==> src/rtl/lif_pkg.sv <==
// shared types and constants for the neuron event block
`default_nettype none
package lif_pkg;
	localparam logic [2:0] REG_DECAY = 3'd0;
	localparam logic [2:0] REG_INVCAP = 3'd1;
	localparam logic [2:0] REG_THRESH = 3'd2;
	localparam logic [2:0] REG_REST = 3'd3;
	localparam logic [2:0] REG_REFR = 3'd4;
	localparam logic [2:0] REG_BASE = 3'd5;

	typedef enum logic [3:0] {
		ST_IDLE, ST_CLEAR, ST_READ, ST_LOAD, ST_XMUL, ST_EXP, ST_VMUL, ST_WMUL,
		ST_SUM, ST_WRITE
	} state_t;

	function automatic logic [23:0] exp_tab(input logic [4:0] b);
		logic [23:0] r;
		case (b)
			5'd0: r = 24'd16777215; 5'd1: r = 24'd16777214; 5'd2: r = 24'd16777212;
			5'd3: r = 24'd16777208; 5'd4: r = 24'd16777200; 5'd5: r = 24'd16777184;
			5'd6: r = 24'd16777152; 5'd7: r = 24'd16777088; 5'd8: r = 24'd16776960;
			5'd9: r = 24'd16776704; 5'd10: r = 24'd16776192; 5'd11: r = 24'd16775168;
			5'd12: r = 24'd16773120; 5'd13: r = 24'd16769026; 5'd14: r = 24'd16760840;
			5'd15: r = 24'd16744480; 5'd16: r = 24'd16711808; 5'd17: r = 24'd16646655;
			5'd18: r = 24'd16517109; 5'd19: r = 24'd16261035; 5'd20: r = 24'd15760736;
			5'd21: r = 24'd14805841; 5'd22: r = 24'd13066109; 5'd23: r = 24'd10175896;
			5'd24: r = 24'd6171993; 5'd25: r = 24'd2270549; 5'd26: r = 24'd307285;
			5'd27: r = 24'd5628; 5'd28: r = 24'd2;
			default: r = 24'd0;
		endcase
		return r;
	endfunction
endpackage
`default_nettype wire

==> src/rtl/lif_mul.sv <==
// shared signed 33x33 multiplier with registered product
`default_nettype none
module lif_mul
	import lif_pkg::*;
(
	input wire logic clk,
	input wire logic signed [32:0] a,
	input wire logic signed [32:0] b,
	output logic signed [65:0] p_q
);
	always_ff @(posedge clk) begin
		p_q <= a * b;
	end
endmodule
`default_nettype wire

==> config.mk <==
export PLATFORM = sky130hd
export DESIGN_NAME = lif_mul
export DESIGN_NICKNAME = d
export VERILOG_FILES = /design/src/rtl/lif_pkg.sv /design/src/rtl/lif_mul.sv
export SDC_FILE = /design/constraint.sdc
export NUM_CORES = 2
export LEC_CHECK = 0
export ABC_CLOCK_PERIOD_IN_PS = 23100
export BUFFER_PORTS_ARGS = -buffer_cell sky130_fd_sc_hd__buf_2
export CAP_MARGIN = 20
export CORE_AREA = 5 5 326 328
export DETAILED_ROUTE_END_ITERATION = 8
export DIE_AREA = 0 0 331 333
export GPL_TIMING_DRIVEN = 0
export PLACE_DENSITY = 0.58
export SLEW_MARGIN = 20
export SYNTH_ARGS = -nofsm -noshare
export SYNTH_HDL_FRONTEND = slang
export SYNTH_SLANG_ARGS = --single-unit
==> constraint.sdc <==
create_clock -name clk -period 23.1 [get_ports clk]
set_input_delay 4.62 -clock clk [delete_from_list [all_inputs] [get_ports clk]]
set_output_delay 4.62 -clock clk [all_outputs]
set_load 0.01 [all_outputs]
==> metrics.md <==
| Metric | Value |
|---|---|
| Area Overhead vs Synth | 6.794% |
| Mapped Area | just over 40000 um2 |
| Post-synth EDFFs | 0 |
| Row count | roughly 120 |
| Fillers | 10470 |
| Die Y | approximately 330 um |
| Vias/cell | 5.194 |
| CTS clock-pin slew for the worst setup and hold paths | ~0.070 ns |
| WL final | about 150 mm |
| Global-route wire length before repair | roughly 230 mm |
| Area after DPL | 43130 um2 |
| Die area | between 100000 and 150000 um2 |
| Synth warnings | 0 |
| Initial DRC count | around 2300 |
| Pre-antenna DRT Iters | 7 |
| Largest regs | p_q x66 |
| IO Count | about 130 |
| Minimum clock period | between 10 and 15 ns |
| Critical Path Sink Type | flip-flop |
| Normalized max-slew margin | 0.1511 |
| Largest register FFs | between 60 and 70 |
| WL/cell | 26.08 um |
| Hold depth | 2 |
| Total congestion overflow | 0 |
| Total Routing Usage GR | 0.2864 |
| Vias in the first global route | approximately 33000 |
| Synthesized area per cell | about 9.4 um2 |
| Detailed-placement wirelength estimate | ~130 mm |
| Worst Path Required | roughly 23 ns |
| Sequential area share after synthesis | 0.03244 |
| Number of hold violations in the final report | 0 |
| Multi-input gate area | between 30000 and 40000 um2 |
| Fin crit share | 0.5980 |
| Final Wtd Congestion | around 1.0 |
| CTS tree | built |
| Yosys cell types | 80 |
| WS Path Type | in2reg |
| Core ar. | ~100000 um2 |
| H-tree depth | 3 |
| FF+latch count, synth | between 60 and 70 |
| Hold_buf cts | 0 |
| Setup Fix Bufs, Post-CTS | 0 |
| Via count | 30600 |
| Reg with most FFs | p_q |
| Clock Sinks | 66 |
| Max clock buf depth | 2 |
| Antenna violations before repair | 33 |
| Status | completed |
| DRC violations left | 0 |
| Reg area | 1321 um2 |
| Post-cts sizing count | 0 |
| Ys flop type | dfxtp_1 |
| Worst-path fanout max | 17 |
| Share of layout cells above drive strength 1 | 0.04546 |
| Maxcap violations | 0 |
| Die X-Extent | between 300 and 400 um |
| WHS | about 4.6 ns |
| Cts bufs inserted | 9 |
| CP arrival | 14.08 ns |
| Layout Cell Area excl Fill | about 44000 um2 |
| Hold Crit Class | in2reg |
| RSZ-0062 raised after global routing | false |
| Worst slew pin tran | ~1.3 ns |
| Setup violators final | 0 |
| PortBufs | about 130 |
| Largest net degree at the start of global routing | 27 |
| Crit start category | primary input |
| Nets@finish | 5911 |
| Max Freq | around 72 MHz |
| Asr flop ratio synth | 0 |
| Post-Synthesis Cells | ~4300 |
| Final slew viol count | 0 |
| Synth Net Count | roughly 5800 |
| Setup TNS | 0 ns |
| Final ANT Viol Nets | 0 |
| Starting Density | 0.3958 |
| CTS root buf | clkbuf_16 |
## final cells by class
| class | count | share of cell area |
|---|---|---|
| Timing Repair Buffer | 133 | 0.01545 |
| Tap cell | 1380 | 0.03969 |
| Multi-Input combinational cell | 2920 | 0.7891 |
| Clock inverter | 7 | 0.001611 |
| Antenna cell | 24 | 0.001381 |
| Inverter | 1131 | 0.09759 |
| Clock buffer | 9 | 0.005177 |
| Buffer | 221 | 0.01964 |
| Sequential cell | 66 | 0.03037 |
## synthesized netlist by cell type, types with 3 or more instances
cell / count / area [um2]
a21oi_1: 57 / 285.3
a211o_1: 6 / 52.55
a211oi_2: 3 / 37.54
clkbuf_1: 208 / 780.8
nand4_1: 11 / 68.82
ha_1: 217 / 2715
o21ai_1: 6 / 30.03
or2_2: 3 / 18.77
xnor2_1: 43 / 376.6
nor2b_1: 5 / 31.28
o21ai_0: 25 / 125.1
a21oi_2: 3 / 26.28
fa_1: 1145 / 22920
inv_1: 1131 / 4245
xor2_1: 25 / 219.0
o21a_1: 6 / 45.04
a31oi_1: 8 / 50.05
and4_1: 5 / 43.79
buf_2: 11 / 55.05
nand2b_1: 12 / 75.07
nand3_1: 25 / 125.1
or3_1: 3 / 18.77
nor3_1: 7 / 35.03
and2_1: 562 / 3516
o211ai_1: 4 / 30.03
a211oi_1: 7 / 52.55
dfxtp_1: 66 / 1321
nand2_1: 551 / 2068
and3_1: 5 / 31.28
o21bai_1: 11 / 82.58
o31ai_4: 3 / 63.81
a21o_1: 36 / 270.3
nor2_1: 68 / 255.2
## per-stage QoR
| stage | utilization | cells | worst slack, ns |
|---|---|---|---|
| floorplan | - | 4338 | 11.24 |
| finish | 0.4227 | 5891 | 9.286 |
| global route | 0.4221 | 5867 | 9.047 |
| CTS | 0.4220 | 5866 | 9.335 |
| global placement | 0.4190 | 5850 | 8.300 |
| detailed placement | 0.4192 | 5850 | 8.939 |
## critical path, stage by stage
cell and delay (ns):
buf_2 0.22, clkbuf_1 0.83, nand2_1 0.23, inv_1 0.21, fa_1 0.52, fa_1 0.65, fa_2 0.62, fa_2 1.00
fa_1 0.55, fa_1 0.52, fa_1 0.50, inv_1 0.06, fa_1 0.48, inv_1 0.05, ha_1 0.26, clkbuf_1 0.22
and3_1 0.24, nand3_1 0.15, nand2b_1 0.43, nor2_1 0.28, a211oi_4 0.75, a21oi_2 0.23, nor4b_2 0.29, a311oi_1 0.10
## path summary, 6_finish.rpt
| path | endpoint | slack (ns) | from |
|---|---|---|---|
| setup / recovery | p_q[58] | 9.29 | a[32] |
| hold / removal | p_q[0] | 4.64 | a[0] |
## layer usage
layer  track usage  vias to the layer above  wire, um
li1              -                    12670         -
met1        0.3699                    16110     59330
met2        0.4444                     1429     69010
met3       0.08166                      380     15910
met4        0.1397                       14      9327
met5             0                        -        81
## kinds of logic (layout without fill, tap and decap cells)
logic type / count (synthesis) / after routing / share of synthesized area
other: 0 / 24 / 0
adder cells (fa/ha/maj): 1362 / 1362 / 0.6294
buffers and inverters: 1352 / 1501 / 0.1251
flip-flops: 66 / 66 / 0.03244
AND/OR/NAND/NOR: 1271 / 1271 / 0.1578
AO/OA/AOI/OAI: 219 / 219 / 0.04067
XOR/XNOR: 68 / 68 / 0.01462
## placed cells by master (no fill, tap or decap), drive strengths merged, types with 7 or more instances in the layout
cell / instances
ha: 217
nor2: 68
xnor2: 43
nand2: 551
clkbuf: 217
nand2b: 12
o31ai: 7
a21oi: 61
xor2: 25
o21ai: 33
fa: 1145
buf: 146
a211oi: 11
nand4: 12
nor3: 7
o21bai: 11
nand3: 26
a21o: 38
a31oi: 9
and2: 563
diode: 24
inv: 1131
dfxtp: 66
Power is not shown: default switching activity piles up to over one toggle a cycle in this logic, so the estimate is an artifact.
